--- config.mk ---
export PLATFORM = sky130hd
export DESIGN_NAME = ring_band_power_ratio_top
export DESIGN_NICKNAME = d
export VERILOG_FILES = /design/src/rtl/rbpr_pkg.sv /design/src/rtl/rbpr_mul.sv /design/src/rtl/rbpr_div.sv /design/src/rtl/ring_band_power_ratio_top.sv
export SDC_FILE = /design/constraint.sdc
export NUM_CORES = 2
export LEC_CHECK = 0
export BUFFER_PORTS_ARGS = -buffer_cell sky130_fd_sc_hd__buf_4
export CORE_MARGIN = 1.5
export CORE_UTILIZATION = 59
export CTS_BUF_LIST = sky130_fd_sc_hd__clkbuf_4 sky130_fd_sc_hd__clkbuf_8 sky130_fd_sc_hd__clkbuf_16
export CTS_CLUSTER_SIZE = 12
export DETAILED_ROUTE_END_ITERATION = 10
export GPL_TIMING_DRIVEN = 0
export PLACE_DENSITY_LB_ADDON = 0.2
export SLEW_MARGIN = 20
export SYNTH_ARGS = -nofsm -noshare
export SYNTH_HDL_FRONTEND = slang
export SYNTH_SLANG_ARGS = --single-unit
--- constraint.sdc ---
create_clock -name clk -period 11.9 [get_ports clk]
set_input_delay 0.595 -clock clk [delete_from_list [all_inputs] [get_ports clk]]
set_output_delay 0.595 -clock clk [all_outputs]
set_load 0.02 [all_outputs]
--- src/rtl/rbpr_pkg.sv ---
// Shared types, widths and state codes for the ring band power ratio block.
package rbpr_pkg;

	localparam int ROW_W     = 10;
	localparam int COL_W     = 10;
	localparam int SAMPLE_W  = 16;
	localparam int RADIUS_W  = 21;
	localparam int SUM_W     = 36;
	localparam int COUNT_W   = 21;
	localparam int RATIO_W   = 32;
	localparam int FRAC_W    = 16;
	localparam int CFG_IDX_W = 2;

	// multiplier operand widths: a sum is fed in two halves
	localparam int MUL_A_W   = SUM_W / 2;
	localparam int MUL_B_W   = COUNT_W;
	localparam int MUL_P_W   = MUL_A_W + MUL_B_W;
	localparam int PROD_W    = SUM_W + COUNT_W;

	localparam int IMAGE_SIDE_DEF  = 1024;
	localparam int SAMPLE_BITS_DEF = 16;

	typedef enum logic [CFG_IDX_W-1:0] {
		CFG_INNER  = 2'd0,
		CFG_MIDDLE = 2'd1,
		CFG_OUTER  = 2'd2
	} rbpr_cfg_idx_t;

	typedef struct packed {
		logic [ROW_W-1:0]    row;
		logic [COL_W-1:0]    col;
		logic [SAMPLE_W-1:0] sample_value;
		logic                last;
	} rbpr_in_t;

	typedef struct packed {
		logic [RATIO_W-1:0] ratio;
		logic               valid_res;
	} rbpr_out_t;

	typedef enum logic [10:0] {
		ST_IDLE   = 11'b000_0000_0001,
		ST_ROW    = 11'b000_0000_0010,
		ST_COL    = 11'b000_0000_0100,
		ST_BAND   = 11'b000_0000_1000,
		ST_NUM_LO = 11'b000_0001_0000,
		ST_NUM_HI = 11'b000_0010_0000,
		ST_DEN_LO = 11'b000_0100_0000,
		ST_DEN_HI = 11'b000_1000_0000,
		ST_CHECK  = 11'b001_0000_0000,
		ST_DIV    = 11'b010_0000_0000,
		ST_DONE   = 11'b100_0000_0000
	} rbpr_state_t;

	// divider handshake
	typedef struct packed {
		logic busy;
		logic done;
	} rbpr_div_stat_t;

endpackage

--- src/rtl/rbpr_mul.sv ---
// Shared multiplier: squares row and column, forms the band cross products.
module rbpr_mul
	import rbpr_pkg::*;
(
	input  logic [MUL_A_W-1:0] a,
	input  logic [MUL_B_W-1:0] b,
	output logic [MUL_P_W-1:0] p
);

	assign p = MUL_P_W'(a) * MUL_P_W'(b);

endmodule

--- src/rtl/rbpr_div.sv ---
// Restoring divider, one quotient bit per cycle, for the Q16.16 ratio.
module rbpr_div
	import rbpr_pkg::*;
(
	input  logic                clk,
	input  logic                arst_n,
	input  logic                start,
	input  logic [PROD_W-1:0]   num,
	input  logic [PROD_W-1:0]   den,   // held stable while busy
	output rbpr_div_stat_t      stat,
	output logic [RATIO_W-1:0]  quo
);

	localparam int CNT_W = $clog2(RATIO_W);
	localparam logic [CNT_W-1:0] CNT_LAST = CNT_W'(RATIO_W - 1);

	logic [PROD_W-1:0]  rem_q;
	logic [RATIO_W-1:0] lo_q;
	logic [RATIO_W-1:0] quo_q;
	logic [CNT_W-1:0]   cnt_q;
	logic               busy_q;
	logic               done_q;

	logic [PROD_W:0]    shifted;
	logic               ge;

	// caller guarantees num < den * 2^16, so the quotient fits 32 bits
	// and the upper dividend part starts below den
	assign shifted = {rem_q, lo_q[RATIO_W-1]};
	assign ge      = (shifted >= {1'b0, den});

	always_ff @(posedge clk or negedge arst_n) begin
		if (!arst_n) begin
			busy_q <= 1'b0;
			done_q <= 1'b0;
			cnt_q  <= '0;
		end else begin
			done_q <= 1'b0;
			if (start) begin
				busy_q <= 1'b1;
				cnt_q  <= '0;
			end else if (busy_q) begin
				cnt_q <= cnt_q + 1'b1;
				if (cnt_q == CNT_LAST) begin
					busy_q <= 1'b0;
					done_q <= 1'b1;
				end
			end
		end
	end

	always_ff @(posedge clk) begin
		if (start) begin
			rem_q <= {{FRAC_W{1'b0}}, num[PROD_W-1:FRAC_W]};
			lo_q  <= {num[FRAC_W-1:0], {(RATIO_W-FRAC_W){1'b0}}};
			quo_q <= '0;
		end else if (busy_q) begin
			lo_q  <= {lo_q[RATIO_W-2:0], 1'b0};
			quo_q <= {quo_q[RATIO_W-2:0], ge};
			if (ge) begin
				rem_q <= PROD_W'(shifted - {1'b0, den});
			end else begin
				rem_q <= shifted[PROD_W-1:0];
			end
		end
	end

	assign stat.busy = busy_q;
	assign stat.done = done_q;
	assign quo       = quo_q;

endmodule

--- src/rtl/ring_band_power_ratio_top.sv ---
// Top level of the ring band power ratio block: sequencer, band state, output register.
//
// Pixels of a power-spectrum image arrive one item at a time with their row and
// column. Each pixel's squared radius row^2+col^2 is formed on one shared 18x21
// multiplier; pixels with inner < r2 < middle add to band one, pixels with
// r2 > inner, middle <= r2 < outer add to band two (sums and counts saturate).
// Pixels with row or col at or beyond IMAGE_SIDE are skipped. A pixel item passes
// through accept, row square, column square and add, and band update; in_stall is
// high from row square through band update. On the item marked last the block
// forms sum2*cnt1 and sum1*cnt2 on the same multiplier in two 18-bit halves each,
// checks for an empty band or an out-of-range quotient, then runs a restoring
// divider at one bit per cycle and hands the quotient over; a last pixel's result
// enters the output register after that, or after the check alone when the check
// settles the ratio without dividing, and in_stall stays high until then, longer
// while out_stall holds a prior result. ratio is avg2/avg1 in unsigned Q16.16, all
// ones on overflow or a zero band one sum; valid_res is 0 (ratio 0) when either
// band is empty. Band state clears after each last pixel. The radius registers are
// written through cfg_we/cfg_index/cfg_data (0 inner, 1 middle, 2 outer); the user
// must write them only while idle, and the block itself does not enforce it.
module ring_band_power_ratio_top
	import rbpr_pkg::*;
#(
	parameter int IMAGE_SIDE  = IMAGE_SIDE_DEF,
	parameter int SAMPLE_BITS = SAMPLE_BITS_DEF
) (
	input  logic                 clk,
	input  logic                 arst_n,
	// config
	input  logic                 cfg_we,
	input  logic [CFG_IDX_W-1:0] cfg_index,
	input  logic [RADIUS_W-1:0]  cfg_data,
	// pixel items
	input  logic                 in_valid,
	output logic                 in_stall,
	input  rbpr_in_t             in_item,
	// result items
	output logic                 out_valid,
	input  logic                 out_stall,
	output rbpr_out_t            out_item
);

	localparam int SAMPLE_USE = (SAMPLE_BITS < SAMPLE_W) ? SAMPLE_BITS : SAMPLE_W;
	localparam logic [SAMPLE_W-1:0] SAMPLE_MASK =
		SAMPLE_W'((33'd1 << SAMPLE_USE) - 33'd1);
	localparam logic [31:0] SIDE = 32'(IMAGE_SIDE);
	localparam int HALF = MUL_A_W;

	rbpr_state_t state_q;

	// config registers
	logic [RADIUS_W-1:0] inner_q, middle_q, outer_q;

	// current pixel
	logic [ROW_W-1:0]    row_q;
	logic [COL_W-1:0]    col_q;
	logic [SAMPLE_W-1:0] sample_q;
	logic                last_q;
	logic [RADIUS_W-1:0] r2_q;

	// band state
	logic [SUM_W-1:0]   sum1_q, sum2_q;
	logic [COUNT_W-1:0] cnt1_q, cnt2_q;

	// ratio terms
	logic [PROD_W-1:0]  num_q, den_q;
	logic [RATIO_W-1:0] ratio_q;
	logic               vres_q;

	logic               out_valid_q;
	rbpr_out_t          out_item_q;

	// shared multiplier
	logic [MUL_A_W-1:0] mul_a;
	logic [MUL_B_W-1:0] mul_b;
	logic [MUL_P_W-1:0] mul_p;

	rbpr_div_stat_t     div_stat;
	logic [RATIO_W-1:0] div_quo;
	logic               div_start;

	logic               in_acc;
	logic               out_free;
	logic               in_image;
	logic               hit1, hit2;
	logic [SUM_W:0]     sum1_nx, sum2_nx;
	logic               bands_ok;
	logic               ovf;

	assign in_stall  = (state_q != ST_IDLE);
	assign in_acc    = in_valid && !in_stall;
	assign out_free  = !out_valid_q || !out_stall;
	assign out_valid = out_valid_q;
	assign out_item  = out_item_q;

	always_comb begin
		mul_a = '0;
		mul_b = '0;
		unique case (state_q)
			ST_ROW: begin
				mul_a = MUL_A_W'(row_q);
				mul_b = MUL_B_W'(row_q);
			end
			ST_COL: begin
				mul_a = MUL_A_W'(col_q);
				mul_b = MUL_B_W'(col_q);
			end
			ST_NUM_LO: begin
				mul_a = sum2_q[HALF-1:0];
				mul_b = cnt1_q;
			end
			ST_NUM_HI: begin
				mul_a = sum2_q[SUM_W-1:HALF];
				mul_b = cnt1_q;
			end
			ST_DEN_LO: begin
				mul_a = sum1_q[HALF-1:0];
				mul_b = cnt2_q;
			end
			ST_DEN_HI: begin
				mul_a = sum1_q[SUM_W-1:HALF];
				mul_b = cnt2_q;
			end
			default: begin
				mul_a = '0;
				mul_b = '0;
			end
		endcase
	end

	rbpr_mul u_mul (
		.a (mul_a),
		.b (mul_b),
		.p (mul_p)
	);

	// band decision on the finished squared radius
	assign in_image = (32'(row_q) < SIDE) && (32'(col_q) < SIDE);
	assign hit1     = in_image && (r2_q > inner_q) && (r2_q < middle_q);
	assign hit2     = in_image && (r2_q > inner_q) && (r2_q >= middle_q) &&
	                  (r2_q < outer_q);
	assign sum1_nx  = {1'b0, sum1_q} + (SUM_W+1)'(sample_q);
	assign sum2_nx  = {1'b0, sum2_q} + (SUM_W+1)'(sample_q);

	assign bands_ok  = (cnt1_q != '0) && (cnt2_q != '0);
	// quotient >= 2^32 (also catches a zero denominator)
	assign ovf       = ({{FRAC_W{1'b0}}, num_q} >= {den_q, {FRAC_W{1'b0}}});
	assign div_start = (state_q == ST_CHECK) && bands_ok && !ovf;

	rbpr_div u_div (
		.clk    (clk),
		.arst_n (arst_n),
		.start  (div_start),
		.num    (num_q),
		.den    (den_q),
		.stat   (div_stat),
		.quo    (div_quo)
	);

	// config writes; unknown indexes ignored
	always_ff @(posedge clk or negedge arst_n) begin
		if (!arst_n) begin
			inner_q  <= '0;
			middle_q <= '0;
			outer_q  <= '0;
		end else if (cfg_we) begin
			unique case (cfg_index)
				CFG_INNER:  inner_q  <= cfg_data;
				CFG_MIDDLE: middle_q <= cfg_data;
				CFG_OUTER:  outer_q  <= cfg_data;
				default: begin
				end
			endcase
		end
	end

	// sequencer and band state
	always_ff @(posedge clk or negedge arst_n) begin
		if (!arst_n) begin
			state_q <= ST_IDLE;
			sum1_q  <= '0;
			sum2_q  <= '0;
			cnt1_q  <= '0;
			cnt2_q  <= '0;
		end else begin
			unique case (state_q)
				ST_IDLE: begin
					if (in_acc) state_q <= ST_ROW;
				end
				ST_ROW:  state_q <= ST_COL;
				ST_COL:  state_q <= ST_BAND;
				ST_BAND: begin
					if (hit1) begin
						sum1_q <= sum1_nx[SUM_W] ? '1 : sum1_nx[SUM_W-1:0];
						if (cnt1_q != '1) cnt1_q <= cnt1_q + 1'b1;
					end else if (hit2) begin
						sum2_q <= sum2_nx[SUM_W] ? '1 : sum2_nx[SUM_W-1:0];
						if (cnt2_q != '1) cnt2_q <= cnt2_q + 1'b1;
					end
					state_q <= last_q ? ST_NUM_LO : ST_IDLE;
				end
				ST_NUM_LO: state_q <= ST_NUM_HI;
				ST_NUM_HI: state_q <= ST_DEN_LO;
				ST_DEN_LO: state_q <= ST_DEN_HI;
				ST_DEN_HI: state_q <= ST_CHECK;
				ST_CHECK: begin
					// products are latched; the image is done with its bands
					sum1_q  <= '0;
					sum2_q  <= '0;
					cnt1_q  <= '0;
					cnt2_q  <= '0;
					state_q <= div_start ? ST_DIV : ST_DONE;
				end
				ST_DIV: begin
					if (div_stat.done) state_q <= ST_DONE;
				end
				ST_DONE: begin
					if (out_free) state_q <= ST_IDLE;
				end
				default: state_q <= ST_IDLE;
			endcase
		end
	end

	// datapath registers
	always_ff @(posedge clk) begin
		if (in_acc) begin
			row_q    <= in_item.row;
			col_q    <= in_item.col;
			sample_q <= in_item.sample_value & SAMPLE_MASK;
			last_q   <= in_item.last;
		end
		case (state_q)
			ST_ROW:    r2_q  <= mul_p[RADIUS_W-1:0];
			ST_COL:    r2_q  <= r2_q + mul_p[RADIUS_W-1:0];
			ST_NUM_LO: num_q <= PROD_W'(mul_p);
			ST_NUM_HI: num_q <= num_q + (PROD_W'(mul_p) << HALF);
			ST_DEN_LO: den_q <= PROD_W'(mul_p);
			ST_DEN_HI: den_q <= den_q + (PROD_W'(mul_p) << HALF);
			ST_CHECK: begin
				vres_q  <= bands_ok;
				ratio_q <= bands_ok ? '1 : '0;   // final unless divider runs
			end
			ST_DIV: begin
				if (div_stat.done) ratio_q <= div_quo;
			end
			default: begin
			end
		endcase
	end

	// output register
	always_ff @(posedge clk or negedge arst_n) begin
		if (!arst_n) begin
			out_valid_q <= 1'b0;
		end else if (state_q == ST_DONE && out_free) begin
			out_valid_q <= 1'b1;
		end else if (!out_stall) begin
			out_valid_q <= 1'b0;
		end
	end

	always_ff @(posedge clk) begin
		if (state_q == ST_DONE && out_free) begin
			out_item_q.ratio     <= ratio_q;
			out_item_q.valid_res <= vres_q;
		end
	end

endmodule
==> flow_summary.json <==
{
  "leakage_nw": 24.6,
  "fp.coreArea_um2": 79400,
  "yosysWarnings": 0,
  "powerDensity_nw_per_um2": 109,
  "clockBufferDepth": 3,
  "synth-seq-cells": 539,
  "cp-end-kind": "flip-flop",
  "cts_tree": "built",
  "layout.nets": 6131,
  "async_flop_share_pct": 36.4,
  "avgRoutedWirePerCell_um": 22.4,
  "synth_nets": 5960,
  "vias": 40100,
  "worstHoldPathType": "in2reg",
  "crit_path_top_delay_cell": "fa_1",
  "final_cell_mix": "inv_1, nand2_1, nor2_1",
  "grt_pass1_vias": 39100,
  "cts_max_level": 2,
  "r2r-start": "state_q[2]",
  "maxCapViolations": 0,
  "dpl.hpwl_mm": 113,
  "cp.arrival_ns": 11.98,
  "min_period_ns": 11.60,
  "r2r_end": "num_q[56]",
  "ys_types": 103,
  "drc_errors": 0,
  "clock.fmax_mhz": 86.2,
  "insertion_delay_ns": 0.68,
  "skew_ns": 0.0553,
  "placed_area_um2": 49900,
  "cp_top_family": "adder cells",
  "slowest_delay_ns": 0.62,
  "dr.pass1.iters": 6,
  "portBuffers": 99,
  "fp.dieH_um": 287,
  "ys_seq_area_share_pct": 30.9,
  "die-area_um2": 82400,
  "setup_viol_count_final": 0,
  "ir_drop_mv": 0.124,
  "hold_viol": 0,
  "hold_depth": 2,
  "die_x_um": 287,
  "finalNonFillerCells": 6449,
  "final_common_cell": "inv_1",
  "timing.final.crit_share_pct": 97.5,
  "synth_area_um2": 47600,
  "root_buffer": "clkbuf_16",
  "dp_cells": 6335,
  "path_class": "reg2reg",
  "postSynthAreaPerCell_um2": 9.20,
  "antenna_found_initial": 2,
  "pin_count": 100,
  "synth-edff-count": 295,
  "critPathLaunchType": "flip-flop",
  "drive_above_1_share_pct": 8.38,
  "clock_sinks": 539,
  "yosys-top-cells-area": "edfxtp_1, fa_1, ha_1",
  "power_mw": 5.67,
  "fin_area_um2": 52300,
  "path_max_fanout": 10,
  "min_to": "state_q[0]",
  "fin_ws_ns": 0.300,
  "clk_pin_slew_ns": 0.07,
  "dp_slack_ns": -1.32,
  "utilization_pct": 65.8,
  "grtUsageTotal_pct": 35.0,
  "syn_inst": 5176,
  "first_iter_violations": 3904,
  "cp_num_buf_inv": 9,
  "rr_worst_depth": 38,
  "placementRows": 103,
  "area_growth_pct": 9.77,
  "final_antenna_net_count": 0,
  "grt-ovfl-total": 0,
  "grt_start_max_net_pins": 92,
  "hp-start": "in_valid",
  "globalplace.congestion": 1.02,
  "required_ns": 12.28,
  "worstMarginPinSlew_ns": 1.08,
  "synth_largest_area_cell": "edfxtp_1",
  "grt_pass1_wl_mm": 223,
  "wirelength_mm": 144,
  "max-slew-margin-rel_pct": 27.5,
  "reg2reg_slack_ns": 0.30,
  "routed_via_density": 6.21,
  "ys_dominant_reg_cell": "edfxtp_1",
  "drv_slew": 0,
  "synth_top_area_share_pct": 18.6,
  "numCtsBuffers": 60,
  "status": "finished, final reports clean",
  "initial_core_util_pct": 60.0
}
==> cell type report <==
cell class	instances	area, um^2
multi-input cells	3820	30100
fillers	6630	27100
flip-flops and latches	539	14700
inverters	596	2240
clock buffers	82	1690
well taps	1050	1310
repair buffers	122	1030
plain buffers	208	923
clock inverters	30	259
diodes	2	5.00
==> through the flow <==
stage | TNS, ns | hold slack (ns)
3_3_place_gp | -162.13 | 0.404
6_report | 0 | 0.0902
2_1_floorplan | 0 | 0.299
4_1_cts | 0 | 0.0762
5_1_grt | -0.0215 | 0.0833
3_5_place_dp | -21.38 | 0.405
==> sequential cells by signal, summed over array words and instances (netlist names), 5 cells and up <==
signal,count
den_q,57
num_q,57
u_div.rem_q,57
sum1_q,36
sum2_q,36
out_item,33
ratio_q,32
u_div.quo,32
cnt1_q,21
cnt2_q,21
inner_q,21
middle_q,21
outer_q,21
r2_q,21
sample_q,16
u_div.lo_q,16
state_q,11
col_q,10
row_q,10
u_div.cnt_q,5
==> cells in the mapped netlist, drive strengths merged, types with 57 or more instances <==
| master | n |
|---|---|
| a211oi | 59 |
| nor3 | 71 |
| nand2 | 567 |
| fa | 310 |
| inv | 596 |
| nand4 | 75 |
| xnor2 | 118 |
| a22oi | 66 |
| ha | 409 |
| dfrtp | 195 |
| and2 | 57 |
| nor2 | 441 |
| mux2i | 108 |
| nand3 | 96 |
| and3 | 61 |
| xor2 | 78 |
| a21oi | 279 |
| clkbuf | 173 |
| edfxtp | 295 |
| a21o | 179 |
| o21ai | 273 |
==> routing by layer <==
layer	wire, um	share of wire (%)	vias up	track usage (%)
met2	64600	45	1950	55.4
li1	-	-	18300	-
met1	59200	41	19400	46.9
met3	12000	8.3	420	5.12
met4	8680	6.0	0	18.3
met5	0	0	-	0
==> timing repair <==
item                       CTS  global route
hold endpoints to repair    35             0
hold buffers                 1             0
gates cloned                 0             1
setup endpoints to repair   35            25
pin swaps                    3             3
setup buffers                4             6
resized for setup           45            62
==> worst max path at each step <==
stage / from / to / slack, ns / depth (start not counted)
after detailed placement: state_q[10] / num_q[56] / -1.32 / 42
after floorplan: state_q[10] / num_q[56] / 0.86 / 43
after global placement: state_q[9] / den_q[55] / -4.11 / 41
after global routing: state_q[2] / num_q[55] / -0.01 / 39
after CTS: state_q[10] / num_q[56] / 0.008 / 43
final: state_q[2] / num_q[56] / 0.30 / 38
==> where the power goes <==
group,internal [mW],switching (mW)
combinational,0.613,0.956
sequential,2.11,0.121
clock,1.04,0.827
==> kinds of logic (layout without fill, tap and decap cells) <==
| group | count (synthesis) | after routing | synth area share [%] |
|---|---|---|---|
| AOI/OAI and AO/OA | 1182 | 1182 | 16.4 |
| DFF | 539 | 539 | 30.9 |
| xor gates and xnor gates | 197 | 197 | 3.65 |
| muxes | 154 | 154 | 3.37 |
| adders and majority gates | 719 | 719 | 23.8 |
| and+or+nand+nor | 1568 | 1568 | 15.3 |
| buffers and inverters | 817 | 1038 | 6.58 |
| other | 0 | 2 | 0 |
No activity file was read; power rests on OpenSTA's default activity.
